[config.mk]
export PLATFORM = sky130hd
export DESIGN_NAME = spfm_mean
export DESIGN_NICKNAME = d
export VERILOG_FILES = /design/src/sv/spfm_pkg.sv /design/src/sv/spfm_mean.sv
export SDC_FILE = /design/constraint.sdc
export NUM_CORES = 1
export LEC_CHECK = 0
export BUFFER_PORTS_ARGS = -buffer_cell sky130_fd_sc_hd__buf_4
export CAP_MARGIN = 40
export CORE_MARGIN = 1
export CORE_UTILIZATION = 53
export CTS_BUF_LIST = sky130_fd_sc_hd__clkbuf_2 sky130_fd_sc_hd__clkbuf_4 sky130_fd_sc_hd__clkbuf_8
export CTS_CLUSTER_SIZE = 25
export DETAILED_ROUTE_END_ITERATION = 6
export PLACE_DENSITY = 0.74
export SYNTH_ARGS = -nofsm -noshare
export SYNTH_HDL_FRONTEND = slang
export SYNTH_SLANG_ARGS = --single-unit
[constraint.sdc]
create_clock -name clk -period 2 [get_ports clk]
set_input_delay 0.3 -clock clk [delete_from_list [all_inputs] [get_ports clk]]
set_output_delay 0.3 -clock clk [all_outputs]
set_load 0.1 [all_outputs]
[src/sv/spfm_pkg.sv]
`timescale 1ns / 1ps
// Shared types, constants and helper functions for the salt/pepper
// directional mean filter. No dependencies.
package spfm_pkg;

    localparam int MAX_WIDTH  = 512;
    localparam int MAX_HEIGHT = 512;
    localparam int MAX_DIM    = (MAX_WIDTH > MAX_HEIGHT) ? MAX_WIDTH : MAX_HEIGHT;

    localparam int FIELD_W   = 9;                    // row / col field width
    localparam int POS_W     = FIELD_W;
    localparam int COL_W     = $clog2(MAX_WIDTH);
    localparam int ROW_W     = $clog2(MAX_HEIGHT);
    localparam int ADDR_W    = ROW_W + COL_W;
    localparam int DIM_W     = $clog2(MAX_DIM + 1);
    localparam int PIX_W     = 8;
    localparam int CFG_W     = 10;
    localparam int CFG_IDX_W = 2;
    localparam int CNT_W     = 3;
    localparam int SUM_W     = 10;                   // 4 * 255 fits

    localparam logic [CFG_W-1:0] DIM_RESET        = CFG_W'(512);
    localparam logic [PIX_W-1:0] NOISE_LOW_RESET  = PIX_W'(0);
    localparam logic [PIX_W-1:0] NOISE_HIGH_RESET = PIX_W'(255);

    // x / 3 == (x * 683) >> 11 for every x up to 4 * 255
    localparam int RECIP3_W  = 10;
    localparam logic [RECIP3_W-1:0] RECIP3 = RECIP3_W'(683);
    localparam int RECIP3_SH = 11;
    localparam int PROD_W    = SUM_W + RECIP3_W;

    typedef enum logic [CFG_IDX_W-1:0] {
        REG_FRAME_WIDTH,
        REG_FRAME_HEIGHT,
        REG_NOISE_LOW,
        REG_NOISE_HIGH
    } cfg_reg_t;

    typedef enum logic {
        OP_WRITE,
        OP_READ
    } op_t;

    typedef enum logic [1:0] {
        W_IDLE,
        W_CENTER,
        W_SEARCH,
        W_DONE
    } walk_state_t;

    typedef enum logic [1:0] {
        DIR_UP,
        DIR_DOWN,
        DIR_RIGHT,
        DIR_LEFT
    } dir_t;

    typedef struct packed {
        logic               op;
        logic [FIELD_W-1:0] row;
        logic [FIELD_W-1:0] col;
        logic [PIX_W-1:0]   pixel;
    } req_word_t;

    typedef struct packed {
        logic [PIX_W-1:0] filtered_pixel;
        logic             was_noise;
        logic [CNT_W-1:0] clean_found;
    } rsp_word_t;

    typedef struct packed {
        logic [DIM_W-1:0] eff_w;
        logic [DIM_W-1:0] eff_h;
        logic [PIX_W-1:0] noise_low;
        logic [PIX_W-1:0] noise_high;
    } cfg_t;

    typedef struct packed {
        logic              en;
        logic [ADDR_W-1:0] addr;
        logic [PIX_W-1:0]  data;
    } ram_wr_t;

    typedef struct packed {
        logic              en;
        logic [ADDR_W-1:0] addr;
    } ram_rd_t;

    typedef struct packed {
        logic [SUM_W-1:0] sum;
        logic [CNT_W-1:0] cnt;
        logic             was_noise;
    } mean_req_t;

    function automatic logic [DIM_W-1:0] eff_dim(input logic [CFG_W-1:0] v,
                                                 input int maxv);
        if (v == '0)
            return DIM_W'(1);
        if (int'(v) > maxv)
            return DIM_W'(maxv);
        return DIM_W'(v);
    endfunction

    function automatic logic is_noise(input logic [PIX_W-1:0] v, input cfg_t c);
        return (v == c.noise_low) || (v == c.noise_high);
    endfunction

endpackage

[src/sv/spfm_mean.sv]
`timescale 1ns / 1ps
// Mean of the clean neighbors (sum over a count of 0..4) and the output
// register of the result channel. Depends on spfm_pkg.
module spfm_mean (
    input  logic                  clk,
    input  logic                  rst_n,
    input  logic                  mreq_valid,
    output logic                  mreq_ready,
    input  spfm_pkg::mean_req_t   mreq,
    output logic                  rsp_valid,
    input  logic                  rsp_ready,
    output spfm_pkg::rsp_word_t   rsp
);

    logic                          valid_reg;
    spfm_pkg::rsp_word_t           word_reg, word_next;
    logic [spfm_pkg::PROD_W-1:0]   prod;
    logic [spfm_pkg::SUM_W-1:0]    quot;
    logic                          load;

    assign mreq_ready = !valid_reg || rsp_ready;
    assign load       = mreq_valid && mreq_ready;

    assign prod = spfm_pkg::PROD_W'(mreq.sum) * spfm_pkg::PROD_W'(spfm_pkg::RECIP3);

    always_comb
    begin
        unique case (mreq.cnt)
            spfm_pkg::CNT_W'(1): quot = mreq.sum;
            spfm_pkg::CNT_W'(2): quot = mreq.sum >> 1;
            spfm_pkg::CNT_W'(3): quot = spfm_pkg::SUM_W'(prod >> spfm_pkg::RECIP3_SH);
            spfm_pkg::CNT_W'(4): quot = mreq.sum >> 2;
            default:             quot = '0;   // no clean direction
        endcase

        word_next.was_noise   = mreq.was_noise;
        word_next.clean_found = mreq.cnt;
        word_next.filtered_pixel = mreq.was_noise ? spfm_pkg::PIX_W'(quot)
                                                  : spfm_pkg::PIX_W'(mreq.sum);
    end

    always_ff @(posedge clk or negedge rst_n)
    begin
        if (!rst_n)
        begin
            valid_reg <= 1'b0;
        end
        else if (load)
        begin
            valid_reg <= 1'b1;
        end
        else if (rsp_ready)
        begin
            valid_reg <= 1'b0;
        end
    end

    always_ff @(posedge clk)
    begin
        if (load)
        begin
            word_reg <= word_next;
        end
    end

    assign rsp_valid = valid_reg;
    assign rsp       = word_reg;

endmodule

# ---- Word level (Yosys, flattened, before mapping)
# Cells that the tools add are included.
dict set report word_totals {
  out_inout_bits 14
  inputBits 18
  regBits 13
  elab_cells 17
}
dict set report classes {
  reduce_logical 4
  mux 4
  mul 1
  n_eq_ne 4
}
# operator n
set ops {}
lappend ops {{$pmux W8 S4} 1}
lappend ops {{$mul A10 B10 Y19 const B} 1}
lappend ops {{$mux W8} 1}
lappend ops {{$eq A3 B2 Y1 const B} 2}
lappend ops {{$eq A3 B1 Y1 const B} 1}
lappend ops {{$eq A3 B3 Y1 const B} 1}
lappend ops {{$mux W1} 2}
lappend ops {{$reduce_bool A2 Y1} 1}
lappend ops {{$logic_and A1 B1 Y1} 1}
lappend ops {{$logic_not A1 Y1} 1}
lappend ops {{$logic_or A1 B1 Y1} 1}

# ---- Logic depth before layout (Yosys ltp)
dict set report depth {
  ltp_word 4
  ltp_mapped 16
  depth_no_buf 16
}

# ---- Worst setup path after synthesis
# OpenSTA, ideal clock, no wires.
dict set report synth_timing {
  path_kind {input-to-reg}
  startpoint {input port mreq[5] in the netlist's numbering}
  endpoint {register word_reg, in the netlist rsp[11] (data pin)}
  required_ns 1.736
  setup_time_ns 0.264
  setup_slack_ns -2.124
  cell_stages 14
  t_arrival_ns 3.860
  n_path_buf 0
  path_cell_list {ha_1 inv_1 fa_1 fa_1 inv_1 fa_1 ha_1 ha_1 nand2_2 or4_4 nand2b_4 o211ai_2 xnor2_1 o221ai_2}
}
# element line_no
set synth_rtl {}
lappend synth_rtl {{from (decl)} spfm_mean.sv:9} ;# input spfm_pkg::mean_req_t mreq,
lappend synth_rtl {{to (signal assigned)} spfm_mean.sv:62} ;# word_reg <= word_next;
lappend synth_rtl {{to (decl)} spfm_mean.sv:16} ;# spfm_pkg::rsp_word_t word_reg, word_next;

==> reports/metrics.yaml <==
clock_tree:
  htreeDepth: 1
  cts_max_path_buffers: 2
  clkTransAtPathRegs_ns: 0.05
  cts_tree: "yes"
  cts_num_sinks: 13
  cts_root_buffer: "clkbuf_8"
  worstSkewPairLatency_ns: 0.24
  cts_inserted_buffers: 3
routing:
  dr_total_vias: 2471
  drtAntennaViolNets: 0
  routed-wl-met3_um: 446
  wl_per_cell_um: 17.86
  drtPass1Iterations: 4
  routed.top_layer: "met4"
  routed-wl-met2_um: 3813
  viasPerCell: 5.667
  drcViolationCount: 0
  totalWireLength_um: 7789
  drtIter0Drc: 215
  wl_met1_um: 3262
critical_path:
  cp_slowest_cell: "fa_1"
  crit_arrival_ns: 3.89
  end_kind: "flip-flop"
  critical_path.max_stage_delay_ns: 0.53
  cp_max_fo: 4
  cp_cell_sequence: "buf_8 > ha_4 > inv_2 > fa_1 > fa_1 > inv_2 > fa_1 > ha_4 > ha_4 > nand2_2 > or4_4 > nand2b_4 > o211ai_4 > xnor2_2 > o221ai_2"
  critical_path_required_ns: 1.98
  critPathBufInv: 3
  cp_top_family: "adder cells"
  path_class: "in -> reg"
  start_kind: "input port"
cells_and_area:
  final_cell_mix: "buf_4 (76), inv_1 (40), ha_1 (39), fa_1 (20), ha_4 (18)"
  area_delta_synth_final_pct: 47.06
  layout.nets: 467
  diodes: 0
  drive_above_1_share: 0.4363
  layout.cells.most_common: "buf_4"
timing:
  worst_slack_ns: -1.905
  tightest_slew_ns: 0.5324
  setup_viol: 8
  rsz0062_at_grt: "yes"
  slew_headroom: 0.6451
  fmax_mhz: 256.1
  finalCritPeriodShare: 1.952
  hold_violations: 0
  clock_skew_ns: 0.005664
  fin_crit_ns: 3.905
  drv_slew: 0
synth:
  synth-main-ff-cell: "edfxtp_1"
  syn-num-nets: 380
  synth_cell_types: 47
  yosys_register_bits: 13
  synth.cell_area_mm2: 0.002600
  ys_seq_area_frac: 0.1482
  synth_edf_count: 12
  yosysWarnings: 0
  syn_avg_cell_area_um2: 9.187
  synth-async-reset-ratio: 0.07692
  synthCells: 283
global_routing:
  grt-ovfl-total: 0
  grt_pass1_vias: 2411
  grt_pass1_wl_um: 11880
  grt_start_max_net_pins: 14
  grt_antenna_before_repair: 0
  grt.total_usage: 0.3050
placement:
  port_buffers: 31
  dp_slack_ns: -2.217
  globalplace.congestion: 0.9069
  dp_hpwl_um: 5747
die:
  core_mm2: 0.004723
  rows: 25
  initial_core_util: 0.5505
  io_pins: 32
  die_w_um: 72.04
  fp.dieArea_mm2: 0.005190
  die_h_um: 72.04
power:
  power_mw: 4.883
  pwr-share-comb: 0.880
  power.internal_mw: 2.584
  clockPowerShare: 0.050
  swShare: 0.4708
  switchingPower_mw: 2.299
  power_leakage_nw: 1.737
  ir_drop_mv: 0.9786
  seqPwrFrac: 0.070
  power_density_mw_per_mm2: 1277
flow_run:
  maxCapViolCount: 0
worst_hold_path:
  hold_path_class: "in -> reg"
status:
  status: "finished with violations"
  failed_checks: "negative setup slack"
flip-flops by register name, indices dropped and copies added (netlist names):
signal,count
rsp,12
rsp_valid,1
power by group through the flow:
stage | logic (mW) | clock network, mW | registers (mW)
2_1_floorplan | 2.02 | 0 | 0.521
3_5_place_dp | 3.19 | 0 | 0.346
4_1_cts | 3.82 | 0.246 | 0.341
3_3_place_gp | 3.12 | 0 | 0.346
5_1_grt | 4.60 | 0.252 | 0.343
6_report | 4.30 | 0.244 | 0.341
area by class of cell:
type / count / area, µm²
Fill cell: 296 / 899.6
Tap cell: 67 / 83.83
Sequential cell: 13 / 386.6
Timing Repair Buffer: 89 / 730.7
Inverter: 48 / 182.7
Multi-Input combinational cell: 215 / 2391
Clock buffer: 4 / 48.80
synthesized netlist by cell type, drive strengths merged (3+ instances only):
cell / n / area share
ha: 58 / 0.28
inv: 48 / 0.069
nand2: 23 / 0.036
fa: 21 / 0.16
a21oi: 18 / 0.035
o21ai: 18 / 0.035
edfxtp: 12 / 0.14
nor2: 10 / 0.014
a22oi: 9 / 0.026
xnor2: 7 / 0.024
clkbuf: 4 / 0.0058
nand2b: 4 / 0.013
a221oi: 3 / 0.010
buf: 3 / 0.012
nand4: 3 / 0.0072
o21a: 3 / 0.0087
o221ai: 3 / 0.013
worst paths after layout:
kind / start / endpoint / slack, ns / cells after the start
setup reg to reg: rsp_valid / rsp[9] / 0.68 / 2
hold reg to reg: rsp_valid / rsp_valid / 0.52 / 2
max in group asynchronous: rst_n / rsp_valid / 1.51 / 2
setup / recovery: mreq[8] / rsp[11] / -1.90 / 15
hold / removal: mreq_valid / rsp_valid / 0.25 / 2
min in group asynchronous: rst_n / rsp_valid / 0.39 / 2
stage by stage:
step / TNS, ns / util / instances / instance area (µm²) / hold slack [ns]
final: -14.41 / 0.8095 / 436 / 3824 / 0.2515
after detailed placement: -17.10 / 0.7242 / 425 / 3421 / 0.07807
after floorplan: -14.06 / - / 283 / 2766 / 0.004409
after global placement: -16.53 / 0.7242 / 425 / 3421 / 0.07626
after global routing: -14.97 / 0.8095 / 436 / 3824 / 0.2697
after CTS: -13.89 / 0.7905 / 435 / 3734 / 0.2566
timing repair:
| action | in CTS | in global routing |
|---|---|---|
| buffers inserted | 5 | 1 |
| gates resized for setup | 40 | 19 |
| endpoints found under the hold margin | 1 | 0 |
| pin swaps | 35 | 13 |
| endpoints found under the setup margin | 8 | 8 |
| hold buffers | 1 | 0 |
routing by layer:
metal | vias to the layer above | global-route usage
li1 | 1177 | -
met1 | 1166 | 0.3949
met2 | 104 | 0.5335
met3 | 24 | 0.02500
met4 | 0 | 0.1133
met5 | - | 0
cell families after synthesis:
logic type               count (synthesis)  share of synthesized area
AO/OA/AOI/OAI                           69                     0.1737
XOR/XNOR                                 7                    0.02358
adder cells (fa/ha/maj)                 79                     0.4408
buffers and inverters                   55                    0.08662
flip-flops                              13                     0.1482
multiplexers                             2                   0.008662
AND/OR/NAND/NOR                         58                     0.1184
(Power assumes the default switching activity.)
