$ cat src/sv/spfm_pkg.sv
`timescale 1ns / 1ps
// Shared types, constants and helper functions for the salt/pepper
// directional mean filter. No dependencies.
package spfm_pkg;

    localparam int MAX_WIDTH  = 512;
    localparam int MAX_HEIGHT = 512;
    localparam int MAX_DIM    = (MAX_WIDTH > MAX_HEIGHT) ? MAX_WIDTH : MAX_HEIGHT;

    localparam int FIELD_W   = 9;                    // row / col field width
    localparam int POS_W     = FIELD_W;
    localparam int COL_W     = $clog2(MAX_WIDTH);
    localparam int ROW_W     = $clog2(MAX_HEIGHT);
    localparam int ADDR_W    = ROW_W + COL_W;
    localparam int DIM_W     = $clog2(MAX_DIM + 1);
    localparam int PIX_W     = 8;
    localparam int CFG_W     = 10;
    localparam int CFG_IDX_W = 2;
    localparam int CNT_W     = 3;
    localparam int SUM_W     = 10;                   // 4 * 255 fits

    localparam logic [CFG_W-1:0] DIM_RESET        = CFG_W'(512);
    localparam logic [PIX_W-1:0] NOISE_LOW_RESET  = PIX_W'(0);
    localparam logic [PIX_W-1:0] NOISE_HIGH_RESET = PIX_W'(255);

    // x / 3 == (x * 683) >> 11 for every x up to 4 * 255
    localparam int RECIP3_W  = 10;
    localparam logic [RECIP3_W-1:0] RECIP3 = RECIP3_W'(683);
    localparam int RECIP3_SH = 11;
    localparam int PROD_W    = SUM_W + RECIP3_W;

    typedef enum logic [CFG_IDX_W-1:0] {
        REG_FRAME_WIDTH,
        REG_FRAME_HEIGHT,
        REG_NOISE_LOW,
        REG_NOISE_HIGH
    } cfg_reg_t;

    typedef enum logic {
        OP_WRITE,
        OP_READ
    } op_t;

    typedef enum logic [1:0] {
        W_IDLE,
        W_CENTER,
        W_SEARCH,
        W_DONE
    } walk_state_t;

    typedef enum logic [1:0] {
        DIR_UP,
        DIR_DOWN,
        DIR_RIGHT,
        DIR_LEFT
    } dir_t;

    typedef struct packed {
        logic               op;
        logic [FIELD_W-1:0] row;
        logic [FIELD_W-1:0] col;
        logic [PIX_W-1:0]   pixel;
    } req_word_t;

    typedef struct packed {
        logic [PIX_W-1:0] filtered_pixel;
        logic             was_noise;
        logic [CNT_W-1:0] clean_found;
    } rsp_word_t;

    typedef struct packed {
        logic [DIM_W-1:0] eff_w;
        logic [DIM_W-1:0] eff_h;
        logic [PIX_W-1:0] noise_low;
        logic [PIX_W-1:0] noise_high;
    } cfg_t;

    typedef struct packed {
        logic              en;
        logic [ADDR_W-1:0] addr;
        logic [PIX_W-1:0]  data;
    } ram_wr_t;

    typedef struct packed {
        logic              en;
        logic [ADDR_W-1:0] addr;
    } ram_rd_t;

    typedef struct packed {
        logic [SUM_W-1:0] sum;
        logic [CNT_W-1:0] cnt;
        logic             was_noise;
    } mean_req_t;

    function automatic logic [DIM_W-1:0] eff_dim(input logic [CFG_W-1:0] v,
                                                 input int maxv);
        if (v == '0)
            return DIM_W'(1);
        if (int'(v) > maxv)
            return DIM_W'(maxv);
        return DIM_W'(v);
    endfunction

    function automatic logic is_noise(input logic [PIX_W-1:0] v, input cfg_t c);
        return (v == c.noise_low) || (v == c.noise_high);
    endfunction

endpackage

$ cat src/sv/spfm_walker.sv
`timescale 1ns / 1ps
// Request sequencer: stores pixels, reads the center pixel and walks the
// four directions through the frame store, accumulating clean neighbors.
// Depends on spfm_pkg.
module spfm_walker (
    input  logic                          clk,
    input  logic                          rst_n,
    input  logic                          req_valid,
    output logic                          req_ready,
    input  spfm_pkg::req_word_t           req,
    input  spfm_pkg::cfg_t                cfg,
    output spfm_pkg::ram_wr_t             ram_wr,
    output spfm_pkg::ram_rd_t             ram_rd,
    input  logic [spfm_pkg::PIX_W-1:0]    ram_data,
    output logic                          mreq_valid,
    input  logic                          mreq_ready,
    output spfm_pkg::mean_req_t           mreq
);

    spfm_pkg::walk_state_t state_reg, state_next;
    spfm_pkg::dir_t        dir_reg, dir_next, dir_load;
    logic [spfm_pkg::POS_W-1:0] row_reg, row_next;
    logic [spfm_pkg::POS_W-1:0] col_reg, col_next;
    logic [spfm_pkg::POS_W-1:0] pos_reg, pos_next, load_pos;
    logic [spfm_pkg::DIM_W-1:0] rem_reg, rem_next, load_rem;
    logic                       pend_reg, pend_next;
    logic [spfm_pkg::SUM_W-1:0] sum_reg, sum_next;
    logic [spfm_pkg::CNT_W-1:0] cnt_reg, cnt_next;
    logic                       noise_reg, noise_next;
    logic                       accept;
    logic                       in_frame;
    logic                       advance;

    always_ff @(posedge clk or negedge rst_n)
    begin
        if (!rst_n)
        begin
            state_reg <= spfm_pkg::W_IDLE;
            pend_reg  <= 1'b0;
        end
        else
        begin
            state_reg <= state_next;
            pend_reg  <= pend_next;
        end
    end

    always_ff @(posedge clk)
    begin
        dir_reg   <= dir_next;
        row_reg   <= row_next;
        col_reg   <= col_next;
        pos_reg   <= pos_next;
        rem_reg   <= rem_next;
        sum_reg   <= sum_next;
        cnt_reg   <= cnt_next;
        noise_reg <= noise_next;
    end

    // start point and step budget of the direction about to be walked
    always_comb
    begin
        dir_load = (state_reg == spfm_pkg::W_CENTER) ? spfm_pkg::DIR_UP
                                                     : spfm_pkg::dir_t'(dir_reg + 2'd1);
        unique case (dir_load)
            spfm_pkg::DIR_UP:
            begin
                load_pos = row_reg - spfm_pkg::POS_W'(1);
                load_rem = spfm_pkg::DIM_W'(row_reg);
            end
            spfm_pkg::DIR_DOWN:
            begin
                load_pos = row_reg + spfm_pkg::POS_W'(1);
                load_rem = cfg.eff_h - spfm_pkg::DIM_W'(1) - spfm_pkg::DIM_W'(row_reg);
            end
            spfm_pkg::DIR_RIGHT:
            begin
                load_pos = col_reg + spfm_pkg::POS_W'(1);
                load_rem = cfg.eff_w - spfm_pkg::DIM_W'(1) - spfm_pkg::DIM_W'(col_reg);
            end
            default:
            begin
                load_pos = col_reg - spfm_pkg::POS_W'(1);
                load_rem = spfm_pkg::DIM_W'(col_reg);
            end
        endcase
    end

    assign req_ready = (state_reg == spfm_pkg::W_IDLE);
    assign accept    = req_valid && req_ready;
    assign in_frame  = (spfm_pkg::DIM_W'(req.row) < cfg.eff_h) &&
                       (spfm_pkg::DIM_W'(req.col) < cfg.eff_w);

    always_comb
    begin
        state_next = state_reg;
        dir_next   = dir_reg;
        row_next   = row_reg;
        col_next   = col_reg;
        pos_next   = pos_reg;
        rem_next   = rem_reg;
        pend_next  = pend_reg;
        sum_next   = sum_reg;
        cnt_next   = cnt_reg;
        noise_next = noise_reg;
        advance    = 1'b0;
        mreq_valid = (state_reg == spfm_pkg::W_DONE);
        ram_wr     = '0;
        ram_rd     = '0;

        unique case (state_reg)
            spfm_pkg::W_IDLE:
            begin
                if (accept)
                begin
                    if (req.op == spfm_pkg::OP_WRITE)
                    begin
                        ram_wr.en   = in_frame;
                        ram_wr.addr = {spfm_pkg::ROW_W'(req.row), spfm_pkg::COL_W'(req.col)};
                        ram_wr.data = req.pixel;
                    end
                    else if (in_frame)
                    begin
                        row_next    = req.row;
                        col_next    = req.col;
                        ram_rd.en   = 1'b1;
                        ram_rd.addr = {spfm_pkg::ROW_W'(req.row), spfm_pkg::COL_W'(req.col)};
                        state_next  = spfm_pkg::W_CENTER;
                    end
                    else
                    begin
                        sum_next   = '0;
                        cnt_next   = '0;
                        noise_next = 1'b0;
                        state_next = spfm_pkg::W_DONE;
                    end
                end
            end

            spfm_pkg::W_CENTER:
            begin
                sum_next = '0;
                cnt_next = '0;
                if (!spfm_pkg::is_noise(ram_data, cfg))
                begin
                    sum_next   = spfm_pkg::SUM_W'(ram_data);
                    noise_next = 1'b0;
                    state_next = spfm_pkg::W_DONE;
                end
                else
                begin
                    noise_next = 1'b1;
                    dir_next   = spfm_pkg::DIR_UP;
                    pos_next   = load_pos;
                    rem_next   = load_rem;
                    pend_next  = 1'b0;
                    state_next = spfm_pkg::W_SEARCH;
                end
            end

            spfm_pkg::W_SEARCH:
            begin
                // one read issued per cycle while the walk passes noise; the word read last cycle is checked now
                if (pend_reg && !spfm_pkg::is_noise(ram_data, cfg))
                begin
                    sum_next = sum_reg + spfm_pkg::SUM_W'(ram_data);
                    cnt_next = cnt_reg + spfm_pkg::CNT_W'(1);
                    advance  = 1'b1;
                end
                else if (rem_reg != '0)
                begin
                    ram_rd.en = 1'b1;
                    if (dir_reg == spfm_pkg::DIR_UP || dir_reg == spfm_pkg::DIR_DOWN)
                    begin
                        ram_rd.addr = {spfm_pkg::ROW_W'(pos_reg), spfm_pkg::COL_W'(col_reg)};
                    end
                    else
                    begin
                        ram_rd.addr = {spfm_pkg::ROW_W'(row_reg), spfm_pkg::COL_W'(pos_reg)};
                    end
                    if (dir_reg == spfm_pkg::DIR_UP || dir_reg == spfm_pkg::DIR_LEFT)
                    begin
                        pos_next = pos_reg - spfm_pkg::POS_W'(1);
                    end
                    else
                    begin
                        pos_next = pos_reg + spfm_pkg::POS_W'(1);
                    end
                    rem_next  = rem_reg - spfm_pkg::DIM_W'(1);
                    pend_next = 1'b1;
                end
                else
                begin
                    advance = 1'b1;
                end

                if (advance)
                begin
                    pend_next = 1'b0;
                    if (dir_reg == spfm_pkg::DIR_LEFT)
                    begin
                        state_next = spfm_pkg::W_DONE;
                    end
                    else
                    begin
                        dir_next = dir_load;
                        pos_next = load_pos;
                        rem_next = load_rem;
                    end
                end
            end

            spfm_pkg::W_DONE:
            begin
                if (mreq_ready)
                begin
                    state_next = spfm_pkg::W_IDLE;
                end
            end

            default:
            begin
                state_next = spfm_pkg::W_IDLE;
            end
        endcase
    end

    assign mreq.sum       = sum_reg;
    assign mreq.cnt       = cnt_reg;
    assign mreq.was_noise = noise_reg;

endmodule

$ cat config.mk
export PLATFORM = sky130hd
export DESIGN_NAME = spfm_walker
export DESIGN_NICKNAME = d
export VERILOG_FILES = /design/src/sv/spfm_pkg.sv /design/src/sv/spfm_walker.sv
export SDC_FILE = /design/constraint.sdc
export NUM_CORES = 1
export LEC_CHECK = 0
export BUFFER_PORTS_ARGS = -buffer_cell sky130_fd_sc_hd__buf_4
export CAP_MARGIN = 20
export CORE_MARGIN = 5
export CORE_UTILIZATION = 45
export CTS_BUF_LIST = sky130_fd_sc_hd__clkbuf_4
export DETAILED_ROUTE_END_ITERATION = 8
export PLACE_DENSITY = 0.65
export SYNTH_ARGS = -nofsm -noshare
export SYNTH_HDL_FRONTEND = slang
export SYNTH_SLANG_ARGS = --single-unit
$ cat constraint.sdc
create_clock -name clk -period 8.8 [get_ports clk]
set_input_delay 0.88 -clock clk [delete_from_list [all_inputs] [get_ports clk]]
set_output_delay 0.88 -clock clk [all_outputs]
set_load 0.01 [all_outputs]
After elaboration in Yosys (flattened, before gate mapping)
Cells that the tools add are included.
{"block": "word_totals", "ff_bits": 56, "in_bits": 75}
{"block": "op_classes", "addsub": 14, "order_cmp": 2, "eq_ne": 20, "muxes": 62, "reduce_logical": 21}
{"op": "$mux 19", "n": 5}
{"op": "$mux 10", "n": 9}
{"op": "$mux 27", "n": 3}
{"op": "$pmux 10 s3", "n": 2}
{"op": "$mux 9", "n": 6}
{"op": "$pmux 19 s2", "n": 1}
{"op": "$sub 10x1->10 const B", "n": 3}
{"op": "$add 9x1->9 const B", "n": 3}
{"op": "$pmux 9 s3", "n": 1}
{"op": "$sub 9x1->9 const B", "n": 3}
{"op": "$lt 9x10->1", "n": 2}
{"op": "$mux 2", "n": 10}
{"op": "$pmux 10 s2", "n": 1}
{"op": "$sub 10x9->10", "n": 2}
{"op": "$mux 18", "n": 1}
{"op": "$pmux 9 s2", "n": 1}
{"op": "$eq 8x8->1", "n": 2}
{"op": "$reduce_and 4->1", "n": 4}
{"op": "$mux 1", "n": 12}
{"op": "$mux 3", "n": 4}
{"op": "$add 10x8->10", "n": 1}
{"op": "$ne 2x2->1 const B", "n": 5}
{"op": "$reduce_and 5->1", "n": 2}
{"op": "$reduce_bool 10->1", "n": 1}
{"op": "18 further kinds", "n": 35}

Depth between registers and ports, before layout
{"block": "logic_depth", "ltp_word": 8, "depth_mapped": 16, "mapped_depth_nobuf": 13}

Worst setup path after synthesis
OpenSTA, ideal clock, no wires.
{"block": "synth_path", "kind": "input port to output port", "startpoint": "input cfg[20] (netlist name)", "endpoint": "output ram_rd[11] (netlist name)", "arrival_time_ps": 3103, "slack_ps": 4817, "stages": 9, "path_buffers": 1, "cell_sequence": "inv_1 -> ha_1 -> o21a_1 -> nor2b_1 -> a311oi_1 -> nor2_1 -> nor4b_1 -> clkbuf_1 -> o2bb2ai_1"}
{"item": "from (decl)", "line_no": "spfm_walker.sv:11", "rtl": "input spfm_pkg::cfg_t cfg,"}
{"item": "to (decl)", "line_no": "spfm_walker.sv:13", "rtl": "output spfm_pkg::ram_rd_t ram_rd,"}

==> results.cfg <==
[critical_path]
crit_family = compound AO/OA/AOI/OAI gates
crit_start = req[19]
startpoint_type = primary input
crit_top_cell = buf_4
crit_chain = buf_4, ha_1, a21oi_1, o21ai_0, a311oi_1, nor2_1, nor4b_2, buf_4, a22o_1, buf_4
crit_fanout = 37
critPathArrivalTime_ns = 3.34
worst_setup_path_end_kind = primary output
worstPathRequired_ns = 7.92
cpPeakStageDelay_ns = 0.50
r2r-start = dir_reg[1]
cp_slowest_cell = a311oi_1
criticalPathCategory = in2out
critical_path_buf_inv_count = 3

[layout]
diodes = 0
finalNetCount = 961
fillCellCount = 1318
layout_common_cells = buf_4, ha_1, inv_1
synthToLayoutAreaGrowth_pct = 20.0
final_common_cell = buf_4
stdcell_area_sq_um = 7470
drive_gt1_share_pct = 20.8
final_util_pct = 54.5

[routing]
drt_iter0_markers = 397
num_vias = 5895
dr.pass1.iters = 8
drc = 0
antenna_left = 0
wl_per_cell_um = 18.7
vias_per_cell = 5.90
wl_mm = 18.7

[clocking]
htreeDepth = 2
cts_buffers = 5
cts_hold_buf = 0
clock_sinks = 56
clockRootBuffer = clkbuf_4
cts_max_path_buffers = 2
post_cts_resized = 0
cts_tree = built
cts_setup_buffers = 0
clk_latency_ns = 0.40
clk_pin_slew_ns = 0.17

[global_route]
grtUsageTotal_pct = 22.0
grt_pass1_vias = 5579
grt_pass1_wl_mm = 29.2
grt_antenna_before_repair = 0
overflow = 0
grt_max_degree = 38

[synthesis]
synth_cell_types = 72
yosysSeqAreaShare_pct = 26.8
synth_edf_count = 53
postSynthCellCount = 697
ys_ff_latch = 56
yosys_warnings = 0
syn_nets = 840
syn_area_sq_um = 6230
synth_ff_type = edfxtp_1
synthArstFlopShare_pct = 5.36
syn_area_per_cell_sq_um = 8.93

[floorplanning]
die_h_um = 128
die_area_sq_um = 16300
ios = 137
core_area_sq_um = 13700
start_util_pct = 45.4
die_x_um = 128
rows = 43

[timing]
slew_violations = 0
fmaxAchievable_mhz = 237
max_slew_margin_pct = 32.7
fin_crit_ns = 4.22
min_period_over_period_pct = 48.0
timing_hold_violations_final = 0
finalWorstSetupSlack_ns = 4.58
max_slew.worst_pin.slew_ns = 1.01
finalSetupViolations = 0
fin_setup_tns_ns = 0
fin_worst_skew_ns = 0.0225
rsz0062_at_grt = false

[placed_design]
numPortBuffers = 136
dp_hpwl_mm = 15.1
post-place-ws_ns = 4.61
gp_congestion = 0.852
placed_cell_area_sq_um = 7410

[run]
cap_violations = 0

[min_path]
hp-class = in2async

[pwr]
finalPower_uw = 2640
peakVddDrop_v = 0.000225
power.density_nw_per_um2 = 353
leakage_uw = 0.00327

[outcome]
status = finished, final reports clean
[layout make-up]
class | instances | area [sq um] | area share (%)
Sequential cell | 56 | 1670 | 22.3
Timing Repair Buffer | 144 | 1080 | 14.5
Clock inverter | 2 | 12.5 | 0.167
Tap cell | 180 | 225 | 3.01
Multi-Input combinational cell | 554 | 4230 | 56.6
Clock buffer | 6 | 45.0 | 0.603
Inverter | 57 | 214 | 2.86
[synth_stat cells (10+ instances only)]
library cell	n	area, sq um
ha_1	64	801
inv_1	56	210
edfxtp_1	53	1590
nor2_1	44	165
nand2_1	39	146
a21oi_1	37	185
mux2i_1	35	350
o21ai_0	33	165
and2_1	32	200
xnor2_1	32	280
clkbuf_1	23	86.3
xor2_1	21	184
o2bb2ai_1	16	140
nor3_1	14	70.1
a21o_1	11	82.6
nand4_1	10	62.6
[routing by layer]
layer	vias to the layer above	routed length, um	global-route usage (%)
met5	-	0	0
li1	2839	-	-
met4	0	311	4.68
met1	2842	8370	29.8
met2	186	8970	37.2
met3	28	1020	3.76
[per-stage QoR]
| stage | cells | hold WS [ns] |
|---|---|---|
| after global placement | 991 | 0.536 |
| after CTS | 999 | 0.217 |
| after global routing | 999 | 0.209 |
| final | 999 | 0.238 |
| after detailed placement | 991 | 0.555 |
| after floorplan | 697 | 0.517 |
[kinds of logic (layout without fill, tap and decap cells)]
logic type	Yosys count	after routing	synth area share (%)
AND/OR/NAND/NOR	201	201	17.3
AO/OA/AOI/OAI	193	193	22.5
buffers and inverters	87	209	5.55
adder cells (fa/ha/maj)	68	68	14.1
flip-flops	56	56	26.8
XOR/XNOR	53	53	7.45
multiplexers	39	39	6.35
[power breakdown]
part           switching (uW)  internal [uW]
clock network            84.7           34.1
logic                    1090            829
registers                 111            484
[worst paths after layout]
path | end | slack (ns) | cells after the start
worst max-delay path | ram_rd[10] | 4.58 | 10
worst min-delay path | state_reg[1] | 0.24 | 1
worst max register to register | pos_reg[8] | 5.29 | 14
worst min register to register | pend_reg | 0.59 | 1
max in group asynchronous | pend_reg | 8.47 | 1
min in group clk | pend_reg | 0.59 | 1
Power figures use the tool's default switching activity.
